==> src/hw/rtl/fdr_pkg.sv <==
// Shared definitions for the fractional divider ratio unit.
// Holds field widths, command and divider operand codes, and the control/status structs.
// Depends on nothing; every other file of the block but fdr_serial_div refers to it by scoped names.
package fdr_pkg;

    // Default width in which the rates are taken.
    localparam int RATE_BITS_DEF = 32;

    // Widths fixed by the word format.
    localparam int IN_RATE_W = 32;
    localparam int FACTOR_W  = 32;
    localparam int FIELD_W   = 16;
    localparam int OUT_W     = 48;

    // Command codes carried by the cmd field.
    localparam logic CMD_SET = 1'b0;
    localparam logic CMD_GET = 1'b1;

    // Operand selections for the shared serial divider.
    localparam logic [1:0] DSEL_MOD  = 2'd0;  // x mod y during the Euclid loop
    localparam logic [1:0] DSEL_DEN  = 2'd1;  // parent / gcd
    localparam logic [1:0] DSEL_NUM  = 2'd2;  // target / gcd
    localparam logic [1:0] DSEL_RATE = 2'd3;  // product / denominator

    // Commands from the controller to the datapath.
    typedef struct packed {
        logic       load_in;
        logic       gcd_step;
        logic       div_start;
        logic [1:0] div_sel;
        logic       store_den;
        logic       store_factor;
        logic       load_prod;
        logic       store_rate;
        logic       out_load;
        logic       out_err;
    } dp_cmd_t;

    // Status from the datapath to the controller.
    typedef struct packed {
        logic cmd_get;
        logic x_zero;
        logic y_zero;
        logic den_zero;
        logic div_done;
    } dp_stat_t;

endpackage

==> src/hw/rtl/fractional_divider_ratio_unit.sv <==
// Fractional divider ratio unit: one word is worked on at a time, and the input stalls until
// the present word has moved into the output register. D = min(RATE_BITS, 32) + 16 (48 by
// default) is the dividend width of the serial divider. A get takes one division; a set takes
// one per Euclid remainder step and two more; an error found at the first check takes none.
// Reset clears the factor register, the controller and the output valid flag.
module fractional_divider_ratio_unit #(
    parameter int RATE_BITS = fdr_pkg::RATE_BITS_DEF
) (
    input  logic                          clk,
    input  logic                          rst_n,
    input  logic                          in_valid,
    output logic                          in_stall,
    input  logic                          cmd,
    input  logic [fdr_pkg::IN_RATE_W-1:0] parent_rate,
    input  logic [fdr_pkg::IN_RATE_W-1:0] target_rate,
    output logic                          out_valid,
    input  logic                          out_stall,
    output logic [fdr_pkg::FACTOR_W-1:0]  factor_word,
    output logic [fdr_pkg::OUT_W-1:0]     output_rate,
    output logic                          div_error
);

    fdr_pkg::dp_cmd_t  ctl;
    fdr_pkg::dp_stat_t stat;

    // Sequencer and handshakes.
    fdr_ctrl u_ctrl (
        .clk       (clk),
        .rst_n     (rst_n),
        .in_valid  (in_valid),
        .in_stall  (in_stall),
        .out_valid (out_valid),
        .out_stall (out_stall),
        .stat      (stat),
        .ctl       (ctl)
    );

    // Registers, multiplier and divider.
    fdr_datapath #(
        .RATE_BITS (RATE_BITS)
    ) u_datapath (
        .clk         (clk),
        .rst_n       (rst_n),
        .ctl         (ctl),
        .stat        (stat),
        .cmd         (cmd),
        .parent_rate (parent_rate),
        .target_rate (target_rate),
        .factor_word (factor_word),
        .output_rate (output_rate),
        .div_error   (div_error)
    );

endmodule

==> src/hw/rtl/fdr_serial_div.sv <==
// Restoring serial divider: one quotient bit per cycle.
// Gives quotient and remainder, with a one-cycle done pulse. Uses no package items.
module fdr_serial_div #(
    parameter int NUM_W = 48,
    parameter int DEN_W = 32
) (
    input  logic             clk,
    input  logic             rst_n,
    input  logic             start,
    input  logic [NUM_W-1:0] dividend,
    input  logic [DEN_W-1:0] divisor,
    output logic             done,
    output logic [NUM_W-1:0] quotient,
    output logic [DEN_W-1:0] remainder
);

    localparam int CNT_W = $clog2(NUM_W + 1);

    logic             busy_reg;
    logic             done_reg;
    logic [CNT_W-1:0] cnt_reg;
    logic [NUM_W-1:0] quot_reg;
    logic [DEN_W-1:0] rem_reg;
    logic [DEN_W-1:0] dvs_reg;

    logic [DEN_W:0]   shifted;
    logic [DEN_W:0]   diff;
    logic             fits;
    logic [DEN_W-1:0] rem_next;

    // One restoring step: shift in the next dividend bit and try a subtract.
    always_comb
    begin
        shifted  = {rem_reg, quot_reg[NUM_W-1]};
        diff     = shifted - {1'b0, dvs_reg};
        fits     = (shifted >= {1'b0, dvs_reg});
        rem_next = fits ? diff[DEN_W-1:0] : shifted[DEN_W-1:0];
    end

    // Control: the counter runs over every dividend bit.
    always_ff @(posedge clk or negedge rst_n)
    begin
        if (!rst_n)
        begin
            busy_reg <= 1'b0;
            done_reg <= 1'b0;
            cnt_reg  <= '0;
        end
        else
        begin
            done_reg <= busy_reg && (cnt_reg == CNT_W'(1));
            if (start)
            begin
                busy_reg <= 1'b1;
                cnt_reg  <= CNT_W'(NUM_W);
            end
            else if (busy_reg)
            begin
                cnt_reg <= cnt_reg - CNT_W'(1);
                if (cnt_reg == CNT_W'(1))
                begin
                    busy_reg <= 1'b0;
                end
            end
        end
    end

    // Operand and result registers.
    always_ff @(posedge clk)
    begin
        if (start)
        begin
            quot_reg <= dividend;
            rem_reg  <= '0;
            dvs_reg  <= divisor;
        end
        else if (busy_reg)
        begin
            quot_reg <= {quot_reg[NUM_W-2:0], fits};
            rem_reg  <= rem_next;
        end
    end

    assign done      = done_reg;
    assign quotient  = quot_reg;
    assign remainder = rem_reg;

endmodule

==> src/hw/rtl/fdr_datapath.sv <==
// Datapath of the fractional divider ratio unit: operand registers, factor register,
// multiplier, shared serial divider and the output word register.
// Depends on fdr_pkg and fdr_serial_div.
module fdr_datapath #(
    parameter int RATE_BITS = fdr_pkg::RATE_BITS_DEF
) (
    input  logic                          clk,
    input  logic                          rst_n,
    input  fdr_pkg::dp_cmd_t              ctl,
    output fdr_pkg::dp_stat_t             stat,
    input  logic                          cmd,
    input  logic [fdr_pkg::IN_RATE_W-1:0] parent_rate,
    input  logic [fdr_pkg::IN_RATE_W-1:0] target_rate,
    output logic [fdr_pkg::FACTOR_W-1:0]  factor_word,
    output logic [fdr_pkg::OUT_W-1:0]     output_rate,
    output logic                          div_error
);

    // Rates are taken in their low RATE_BITS bits, at most the input width.
    localparam int RW = (RATE_BITS < fdr_pkg::IN_RATE_W) ? RATE_BITS : fdr_pkg::IN_RATE_W;
    localparam int FW = fdr_pkg::FIELD_W;
    localparam int DW = RW + FW;

    logic [RW-1:0]                  p_reg;
    logic [RW-1:0]                  t_reg;
    logic [RW-1:0]                  x_reg;
    logic [RW-1:0]                  y_reg;
    logic                           cmd_reg;
    logic [FW-1:0]                  den_reg;
    logic [fdr_pkg::FACTOR_W-1:0]   factor_reg;
    logic [DW-1:0]                  prod_reg;
    logic [DW-1:0]                  rate_reg;
    logic [fdr_pkg::FACTOR_W-1:0]   out_factor_reg;
    logic [fdr_pkg::OUT_W-1:0]      out_rate_reg;
    logic                           out_err_reg;

    logic [RW-1:0] p_in;
    logic [RW-1:0] t_in;
    logic [RW-1:0] t_eff;
    logic [DW-1:0] prod_next;
    logic [DW-1:0] div_dividend;
    logic [RW-1:0] div_divisor;
    logic [DW-1:0] div_quot;
    logic [RW-1:0] div_rem;
    logic          div_done;

    // Incoming rates, with a zero target standing for the parent rate.
    assign p_in  = parent_rate[RW-1:0];
    assign t_in  = target_rate[RW-1:0];
    assign t_eff = (t_in == '0) ? p_in : t_in;

    // Parent rate times the stored numerator.
    assign prod_next = DW'(p_reg) * DW'(factor_reg[fdr_pkg::FACTOR_W-1:FW]);

    // Operand selection for the shared divider.
    always_comb
    begin
        unique case (ctl.div_sel)
            fdr_pkg::DSEL_MOD:
            begin
                div_dividend = DW'(x_reg);
                div_divisor  = y_reg;
            end
            fdr_pkg::DSEL_DEN:
            begin
                div_dividend = DW'(p_reg);
                div_divisor  = x_reg;
            end
            fdr_pkg::DSEL_NUM:
            begin
                div_dividend = DW'(t_reg);
                div_divisor  = x_reg;
            end
            fdr_pkg::DSEL_RATE:
            begin
                div_dividend = prod_reg;
                div_divisor  = RW'(factor_reg[FW-1:0]);
            end
            default:
            begin
                div_dividend = '0;
                div_divisor  = '0;
            end
        endcase
    end

    fdr_serial_div #(
        .NUM_W (DW),
        .DEN_W (RW)
    ) u_div (
        .clk       (clk),
        .rst_n     (rst_n),
        .start     (ctl.div_start),
        .dividend  (div_dividend),
        .divisor   (div_divisor),
        .done      (div_done),
        .quotient  (div_quot),
        .remainder (div_rem)
    );

    // The factor register is architectural state and is cleared by reset.
    always_ff @(posedge clk or negedge rst_n)
    begin
        if (!rst_n)
        begin
            factor_reg <= '0;
        end
        else if (ctl.store_factor)
        begin
            factor_reg <= {div_quot[FW-1:0], den_reg};
        end
    end

    // Working registers for the Euclid loop, the product and the rate.
    always_ff @(posedge clk)
    begin
        if (ctl.load_in)
        begin
            p_reg    <= p_in;
            t_reg    <= t_eff;
            x_reg    <= p_in;
            y_reg    <= t_eff;
            cmd_reg  <= cmd;
            rate_reg <= '0;
        end
        else
        begin
            if (ctl.gcd_step)
            begin
                x_reg <= y_reg;
                y_reg <= div_rem;
            end
            if (ctl.store_rate)
            begin
                rate_reg <= div_quot;
            end
        end
        if (ctl.store_den)
        begin
            den_reg <= div_quot[FW-1:0];
        end
        if (ctl.load_prod)
        begin
            prod_reg <= prod_next;
        end
    end

    // Output word register.
    always_ff @(posedge clk)
    begin
        if (ctl.out_load)
        begin
            out_factor_reg <= factor_reg;
            out_rate_reg   <= fdr_pkg::OUT_W'(rate_reg);
            out_err_reg    <= ctl.out_err;
        end
    end

    always_comb
    begin
        stat.cmd_get  = (cmd_reg == fdr_pkg::CMD_GET);
        stat.x_zero   = (x_reg == '0);
        stat.y_zero   = (y_reg == '0);
        stat.den_zero = (factor_reg[FW-1:0] == '0);
        stat.div_done = div_done;
    end

    assign factor_word = out_factor_reg;
    assign output_rate = out_rate_reg;
    assign div_error   = out_err_reg;

endmodule

==> src/hw/rtl/fdr_ctrl.sv <==
// Controller of the fractional divider ratio unit: sequences the Euclid loop, the
// reductions and the rate division, and runs both handshakes. Depends on fdr_pkg.
module fdr_ctrl (
    input  logic                clk,
    input  logic                rst_n,
    input  logic                in_valid,
    output logic                in_stall,
    output logic                out_valid,
    input  logic                out_stall,
    input  fdr_pkg::dp_stat_t   stat,
    output fdr_pkg::dp_cmd_t    ctl
);

    localparam logic [2:0] S_IDLE      = 3'd0;
    localparam logic [2:0] S_CHECK     = 3'd1;
    localparam logic [2:0] S_GCD_WAIT  = 3'd2;
    localparam logic [2:0] S_DEN_WAIT  = 3'd3;
    localparam logic [2:0] S_NUM_WAIT  = 3'd4;
    localparam logic [2:0] S_MUL       = 3'd5;
    localparam logic [2:0] S_RATE_WAIT = 3'd6;
    localparam logic [2:0] S_FINISH    = 3'd7;

    logic [2:0] state_reg;
    logic [2:0] state_next;
    logic       err_reg;
    logic       err_next;
    logic       out_valid_reg;
    logic       out_valid_next;
    logic       accept;
    logic       out_free;

    assign in_stall = (state_reg != S_IDLE);
    assign accept   = in_valid && !in_stall;
    assign out_free = !out_valid_reg || !out_stall;

    // Next state and datapath commands.
    always_comb
    begin
        state_next       = state_reg;
        err_next         = err_reg;
        out_valid_next   = out_valid_reg && out_stall;
        ctl              = '0;
        ctl.div_sel      = fdr_pkg::DSEL_MOD;
        ctl.out_err      = err_reg;

        unique case (state_reg)
            S_IDLE:
            begin
                if (accept)
                begin
                    ctl.load_in = 1'b1;
                    err_next    = 1'b0;
                    state_next  = S_CHECK;
                end
            end
            S_CHECK:
            begin
                if (stat.cmd_get)
                begin
                    if (stat.den_zero)
                    begin
                        err_next   = 1'b1;
                        state_next = S_FINISH;
                    end
                    else
                    begin
                        ctl.load_prod = 1'b1;
                        state_next    = S_MUL;
                    end
                end
                else if (stat.y_zero)
                begin
                    // The gcd sits in x; zero means both rates were zero.
                    if (stat.x_zero)
                    begin
                        err_next   = 1'b1;
                        state_next = S_FINISH;
                    end
                    else
                    begin
                        ctl.div_start = 1'b1;
                        ctl.div_sel   = fdr_pkg::DSEL_DEN;
                        state_next    = S_DEN_WAIT;
                    end
                end
                else
                begin
                    ctl.div_start = 1'b1;
                    ctl.div_sel   = fdr_pkg::DSEL_MOD;
                    state_next    = S_GCD_WAIT;
                end
            end
            S_GCD_WAIT:
            begin
                if (stat.div_done)
                begin
                    ctl.gcd_step = 1'b1;
                    state_next   = S_CHECK;
                end
            end
            S_DEN_WAIT:
            begin
                if (stat.div_done)
                begin
                    ctl.store_den = 1'b1;
                    ctl.div_start = 1'b1;
                    ctl.div_sel   = fdr_pkg::DSEL_NUM;
                    state_next    = S_NUM_WAIT;
                end
            end
            S_NUM_WAIT:
            begin
                if (stat.div_done)
                begin
                    ctl.store_factor = 1'b1;
                    state_next       = S_FINISH;
                end
            end
            S_MUL:
            begin
                ctl.div_start = 1'b1;
                ctl.div_sel   = fdr_pkg::DSEL_RATE;
                state_next    = S_RATE_WAIT;
            end
            S_RATE_WAIT:
            begin
                ctl.div_sel = fdr_pkg::DSEL_RATE;
                if (stat.div_done)
                begin
                    ctl.store_rate = 1'b1;
                    state_next     = S_FINISH;
                end
            end
            S_FINISH:
            begin
                // Hand the word over once the output register is free.
                if (out_free)
                begin
                    ctl.out_load   = 1'b1;
                    out_valid_next = 1'b1;
                    state_next     = S_IDLE;
                end
            end
            default:
            begin
                state_next = S_IDLE;
            end
        endcase
    end

    always_ff @(posedge clk or negedge rst_n)
    begin
        if (!rst_n)
        begin
            state_reg     <= S_IDLE;
            err_reg       <= 1'b0;
            out_valid_reg <= 1'b0;
        end
        else
        begin
            state_reg     <= state_next;
            err_reg       <= err_next;
            out_valid_reg <= out_valid_next;
        end
    end

    assign out_valid = out_valid_reg;

endmodule
==> config.mk <==
export PLATFORM = sky130hd
export DESIGN_NAME = fractional_divider_ratio_unit
export DESIGN_NICKNAME = d
export VERILOG_FILES = /design/src/hw/rtl/fdr_pkg.sv /design/src/hw/rtl/fractional_divider_ratio_unit.sv /design/src/hw/rtl/fdr_serial_div.sv /design/src/hw/rtl/fdr_datapath.sv /design/src/hw/rtl/fdr_ctrl.sv
export SDC_FILE = /design/constraint.sdc
export NUM_CORES = 2
export LEC_CHECK = 0
export ABC_AREA = 1
export BUFFER_PORTS_ARGS = -buffer_cell sky130_fd_sc_hd__buf_2
export CORE_MARGIN = 8
export CORE_UTILIZATION = 60
export DETAILED_ROUTE_END_ITERATION = 7
export PLACE_DENSITY = 0.88
export SYNTH_ARGS = -nofsm -noshare
export SYNTH_HDL_FRONTEND = slang
export SYNTH_SLANG_ARGS = --single-unit
==> constraint.sdc <==
create_clock -name clk -period 10.3 [get_ports clk]
set_input_delay 0.515 -clock clk [delete_from_list [all_inputs] [get_ports clk]]
set_output_delay 0.515 -clock clk [all_outputs]
set_load 0.05 [all_outputs]
# Yosys cells after proc, flatten, opt, wreduce, memory -nomap -nowiden
# Index checks and enable logic that the tools add are counted.
[totals] register_bits=479 in_bits=69
[op_classes] n_mux=51 multipliers=1 order_cmp=1 add_sub_neg=2 n_reduce_logical=22 n_eq_ne=19
[ops] op="$mux 32" count=6
[ops] op="$pmux 48 s4" count=1
[ops] op="$logic_not 32->1" count=3
[ops] op="$mux 48" count=2
[ops] op="$pmux 32 s3" count=1
[ops] op="$mul 32x16->48" count=1
[ops] op="$ge 33x32->1" count=1
[ops] op="$mux 3" count=11
[ops] op="$sub 32x32->32" count=1
[ops] op="$mux 1" count=22
[ops] op="$pmux 3 s7" count=1
[ops] op="$logic_not 16->1" count=1
[ops] op="$eq 3x3->1 const B" count=4
[ops] op="$mux 6" count=2
[ops] op="$ne 2x1->1 const B" count=5
[ops] op="$reduce_and 5->1" count=2
[ops] op="$eq 3x2->1 const B" count=2
[ops] op="$eq 6x1->1 const B" count=1
[ops] op="$ne 3x2->1 const B" count=2
[ops] op="$pmux 2 s3" count=1
[ops] op="$reduce_bool 2->1" count=3
[ops] op="$reduce_or 2->1" count=3
[ops] op="$sub 6x1->6 const B" count=1
[ops] op="$eq 2x2->1 const B" count=2
[ops] op="other kinds (13)" count=17

# Longest topological paths before layout
[depth] depth_word=8 depth_mapped=29 depth_no_buf=27

# Hierarchy
# A second synthesis with hierarchy kept.
[hier_totals] hier_cells=4854 area_unflattened_um2=39749.4
[by_module_without_submodules] mod="fdr_datapath" n_inst=1 cells_per_inst=3715 area_each_um2=31682.9
[by_module_without_submodules] mod="fdr_serial_div" n_inst=1 cells_per_inst=1059 area_each_um2=7583.5
[by_module_without_submodules] mod="fdr_ctrl" n_inst=1 cells_per_inst=80 area_each_um2=483.0

# Least setup slack after synthesis
# No wires, ideal clock.
[synth_timing] path_type="reg2reg" start="register u_ctrl.state_reg[2]" end="register u_datapath.x_reg[0], enable pin" synth_period_minus_slack_ns=7.739 slack_ns=2.561 path_buffers=1 t_arrival_ns=7.078 stages_incl_launch_ff=3 cell_sequence="dfrtp_1 -> buf_2 -> o41ai_1"
[synth_between] elab_chain_cells=6 elab_cells_between_ends=9 cone_classes="eq/ne (1); mux (3); reduce/logical (5)"
[synth_rtl] item="from (decl)" line_no="fdr_ctrl.sv:23" rtl="logic [2:0] state_reg;"
[synth_rtl] item="from (signal assigned)" line_no="fdr_ctrl.sv:161" rtl="state_reg <= state_next;"
[synth_rtl] item="$reduce_bool 3->1" line_no="fdr_ctrl.sv:32" rtl="assign in_stall = (state_reg != S_IDLE);"
[synth_rtl] item="$logic_not 1->1" line_no="fdr_ctrl.sv:33" rtl="assign accept = in_valid && !in_stall;"
[synth_rtl] item="$logic_and 1x1->1" line_no="fdr_ctrl.sv:33"
[synth_rtl] item="$mux 1" line_no="fdr_ctrl.sv:49" rtl="if (accept)"
[synth_rtl] item="$mux 1" line_no="fdr_ctrl.sv:46" rtl="unique case (state_reg)"
[synth_rtl] item="$reduce_bool 2->1 (no line) *"
[synth_rtl] item="to (signal assigned)" line_no="fdr_datapath.sv:121" rtl="x_reg <= p_in;"
[synth_rtl] item="to (signal assigned)" line_no="fdr_datapath.sv:130" rtl="x_reg <= y_reg;"
[synth_rtl] item="to (decl)" line_no="fdr_datapath.sv:26" rtl="logic [RW-1:0] x_reg;"
# Every way passes the cells marked *; elsewhere a longest branch is shown, timed or not.
# A chain may end at the register's enable or synchronous reset.

# Final worst setup path
[layout_timing] start="register u_datapath.factor_reg[24] (netlist bit)" end="register u_datapath.prod_reg[43] (data pin)"
[layout_between] elab_chain_cells=1
[layout_rtl] item="from (decl)" line_no="fdr_datapath.sv:30" rtl="logic [fdr_pkg::FACTOR_W-1:0] factor_reg;"
[layout_rtl] item="from (signal assigned)" line_no="fdr_datapath.sv:110" rtl="factor_reg <= {div_quot[FW-1:0], den_reg};"
[layout_rtl] item="$mul 32x16->48" line_no="fdr_datapath.sv:53" rtl="assign prod_next = DW'(p_reg) * DW'(factor_reg[fdr_pkg::FACTOR_W-1:FW]);"
[layout_rtl] item="named net u_datapath.prod_next[43]" line_no="fdr_datapath.sv:40" rtl="logic [DW-1:0] prod_next;"
[layout_rtl] item="to (signal assigned)" line_no="fdr_datapath.sv:144" rtl="prod_reg <= prod_next;"
[layout_rtl] item="to (decl)" line_no="fdr_datapath.sv:31" rtl="logic [DW-1:0] prod_reg;"
# The timed path passes the listed nets, and every way through them passes these cells.

==> results.py <==
metrics = {
    "outcome": {
        "outcome": "complete, no violations",
    },
    "drt": {
        "ant_nets": 0,
        "route.detailed.drc": 0,
        "routed_via_density": 5.76,
        "drt_wl_total_mm": 115,
        "detailedRoute.firstIterationViolations": 3860,
        "wl_per_cell_um": 20.6,
        "total_vias_in_the_final_route": 32000,
        "drt-pass1-iter-count": 6,
    },
    "die": {
        "floorplan.die_area_um2": 73500,
        "placeableCoreArea_um2": 64500,
        "die_w_um": 271,
        "num_rows": 93,
        "die_height_um": 271,
        "floorplan.initialDensity_pct": 60.6,
        "io_pins": 152,
    },
    "final_layout": {
        "n_fill_cell": 5025,
        "antenna_cells_inserted": 0,
        "post_route_cells_drive_above_1_share_pct": 6.74,
        "syn_to_final_growth_pct": 7.20,
        "nets": 5309,
    },
    "worst_setup_path": {
        "worstSetupPathDepth": 20,
        "critPathKind": "reg -> reg",
        "timing.critical_path.fanout_max": 34,
        "critPathBufInv": 4,
        "cp-end-kind": "flip-flop",
        "worst_setup_path_startpoint": "u_datapath.factor_reg[24]$_DFFE_PN0P_",
        "worst_r2r_endpoint": "u_datapath.prod_reg[43]$_DFFE_PP_",
        "critical_path.startpoint_type": "flip-flop",
        "critical_path.cell_chain": "nand2_1, fa_1, inv_1, fa_1, fa_1, fa_1, fa_1, inv_1, fa_1, inv_1, ha_1, nand2_1, nor2_1, nand2_1, nor4_1, nand3_1, nand3_1, nand2_1, inv_1, nor2_1",
        "r2r_cells": 20,
        "critPathMaxStageDelay_ns": 1.24,
        "required_ns": 10.69,
        "timing.rr.start": "u_datapath.factor_reg[24]$_DFFE_PN0P_",
        "worst_path_max_delay_cell": "sky130_fd_sc_hd__dfrtp_1",
        "crit_family": "adder cells",
        "worst-r2r-setup-slack_ns": 3.66,
        "critPathArrivalTime_ns": 7.02,
        "crit_top_cell": "sky130_fd_sc_hd__fa_1",
    },
    "logic_synthesis": {
        "synthesis.area_per_instance_um2": 8.40,
        "netlist_instances": 4651,
        "post_synth_num_cell_types": 50,
        "post-synth-top-count-cell": "sky130_fd_sc_hd__nand2_1",
        "synth_seq_cells": 479,
        "synth.net_count": 5297,
        "post-synth-top-area-fraction_pct": 27.2,
        "synth-main-ff-cell": "sky130_fd_sc_hd__edfxtp_1",
        "postSynth.asyncResetShare_pct": 9.39,
        "yosys.area.top_type": "sky130_fd_sc_hd__edfxtp_1",
        "synth.top_cells.by_count": "1,284 x sky130_fd_sc_hd__nand2_1, 1,023 x sky130_fd_sc_hd__inv_1, 419 x sky130_fd_sc_hd__fa_1, 354 x sky130_fd_sc_hd__edfxtp_1, 222 x sky130_fd_sc_hd__nand3_1",
        "synth_enable_flop_cells": 354,
        "yosys-top-cells-area": "sky130_fd_sc_hd__edfxtp_1 27%, sky130_fd_sc_hd__fa_1 21%, sky130_fd_sc_hd__nand2_1 12%",
        "synthesis.area_um2": 39100,
        "yosysWarningCount": 0,
        "ys_seq_area_share_pct": 34.2,
    },
    "cts": {
        "cts_root_buf": "sky130_fd_sc_hd__clkbuf_16",
        "post_cts_hold_buffer_count": 0,
        "cts-htree-levels": 2,
        "insertion_delay_ns": 0.63,
        "clock_tree.buffer_depth": 3,
        "cts.sink_count": 479,
        "cts_resized": 0,
        "clk_transition_reported_paths_ns": 0.07,
        "post_cts.repair.setup_buffers": 0,
        "clock_tree_from_tritoncts": "done",
        "tritoncts_buffers": 48,
    },
    "power_and_ir_drop": {
        "power_per_cell_area_nw_per_um2": 93.7,
        "leak_pwr_uw": 0.0207,
        "total_power_after_layout_uw": 3930,
        "ir_drop_mv": 0.136,
    },
    "placed_design": {
        "buffer_ports.inserted": 151,
        "dpl.hpwl_mm": 86.3,
        "gpl.final_weighted_congestion": 0.997,
    },
    "timing": {
        "final_hold_violating_endpoints": 0,
        "final.min_clock_period_ns": 6.64,
        "fmax_mhz": 151,
        "final_min_period_over_clock_period_pct": 64.4,
        "relSlewSlack_pct": 9.75,
        "grt_setup_unrepaired": "no",
        "setup_viol_count_final": 0,
        "max_slew.worst_pin.slew_ns": 1.35,
        "drv_slew": 0,
        "tns_ns": 0,
        "clock_skew_ns": 0.0333,
    },
    "grt": {
        "grt_use_total_pct": 31.0,
        "grt_pass1_wl_mm": 181,
        "grt_pass1_vias": 33800,
        "overflow_left_after_global_routing": 0,
        "grt_start_max_net_pins": 95,
        "grt_antenna_before_repair": 0,
    },
    "min_path": {
        "hp-class": "in -> async",
    },
    "job": {
        "max_cap_viol_count": 0,
    },
}
## report_power, final
group	internal, uW	total (uW)	switching (uW)
logic	17.8	55.8	38.0
registers	2060	2070	7.44
clock network	994	1800	804
## metal layers
metal	part of all wire (%)	global-route usage, %	vias up
met5	0	0	-
met4	6.5	18.5	0
met3	11	6.65	472
met2	48	51.6	2024
met1	35	37.0	15300
li1	-	-	14200
## metrics by stage
stage | setup WS, ns | cells | hold slack (ns) | instance area [um2] | utilization (%)
detailed placement | 3.77 | 5468 | 0.416 | 40300 | 62.5
floorplan | 2.56 | 4651 | 0.219 | 39100 | -
CTS | 3.76 | 5558 | 0.0251 | 41900 | 65.0
finish | 3.66 | 5558 | 0.0266 | 41900 | 65.0
global route | 3.33 | 5558 | 0.0700 | 41900 | 65.0
global placement | 3.78 | 5468 | 0.413 | 40300 | 62.5
## final cells by class
type                    instances  area [um2]  area share [%]
clock inverters                27         280           0.669
flip-flops and latches        479       13400            31.9
well taps                     855        1070            2.55
inverters                    1033        3880            9.26
repair buffers                189        1040            2.49
multi-input cells            2912       20900            50.0
clock buffers                  63        1320            3.15
## how the worst max path moves through the flow
stage	to	slack [ns]
finish	u_datapath.prod_reg[43]$_DFFE_PP_	3.66
global route	u_datapath.prod_reg[43]$_DFFE_PP_	3.33
CTS	u_datapath.prod_reg[43]$_DFFE_PP_	3.76
detailed placement	u_datapath.prod_reg[43]$_DFFE_PP_	3.77
global placement	u_datapath.prod_reg[27]$_DFFE_PP_	3.78
floorplan	u_datapath.x_reg[0]$_DFFE_PP_	2.56
## placed cells by master (no fill, tap or decap), types with 38 or more instances in the layout
cell and instances:
sky130_fd_sc_hd__dfrtp_1 44, sky130_fd_sc_hd__ha_1 157, sky130_fd_sc_hd__edfxtp_1 354, sky130_fd_sc_hd__o21ai_0 189, sky130_fd_sc_hd__fa_1 419, sky130_fd_sc_hd__inv_1 1022
sky130_fd_sc_hd__buf_2 151, sky130_fd_sc_hd__clkbuf_16 48, sky130_fd_sc_hd__nor2_1 205, sky130_fd_sc_hd__nand2_1 1283, sky130_fd_sc_hd__a21oi_1 170, sky130_fd_sc_hd__dfxtp_1 80
sky130_fd_sc_hd__nand3_1 222, sky130_fd_sc_hd__buf_4 38
## logic make-up after synthesis
kind of cell	share of synthesized area (%)
mux	0.231
simple gates	18.6
compound gates	7.00
buf+inv	12.3
fa+ha+maj	26.5
flops	34.2
xor+xnor	1.12
Note: power is estimated with default switching activity, not from simulation.
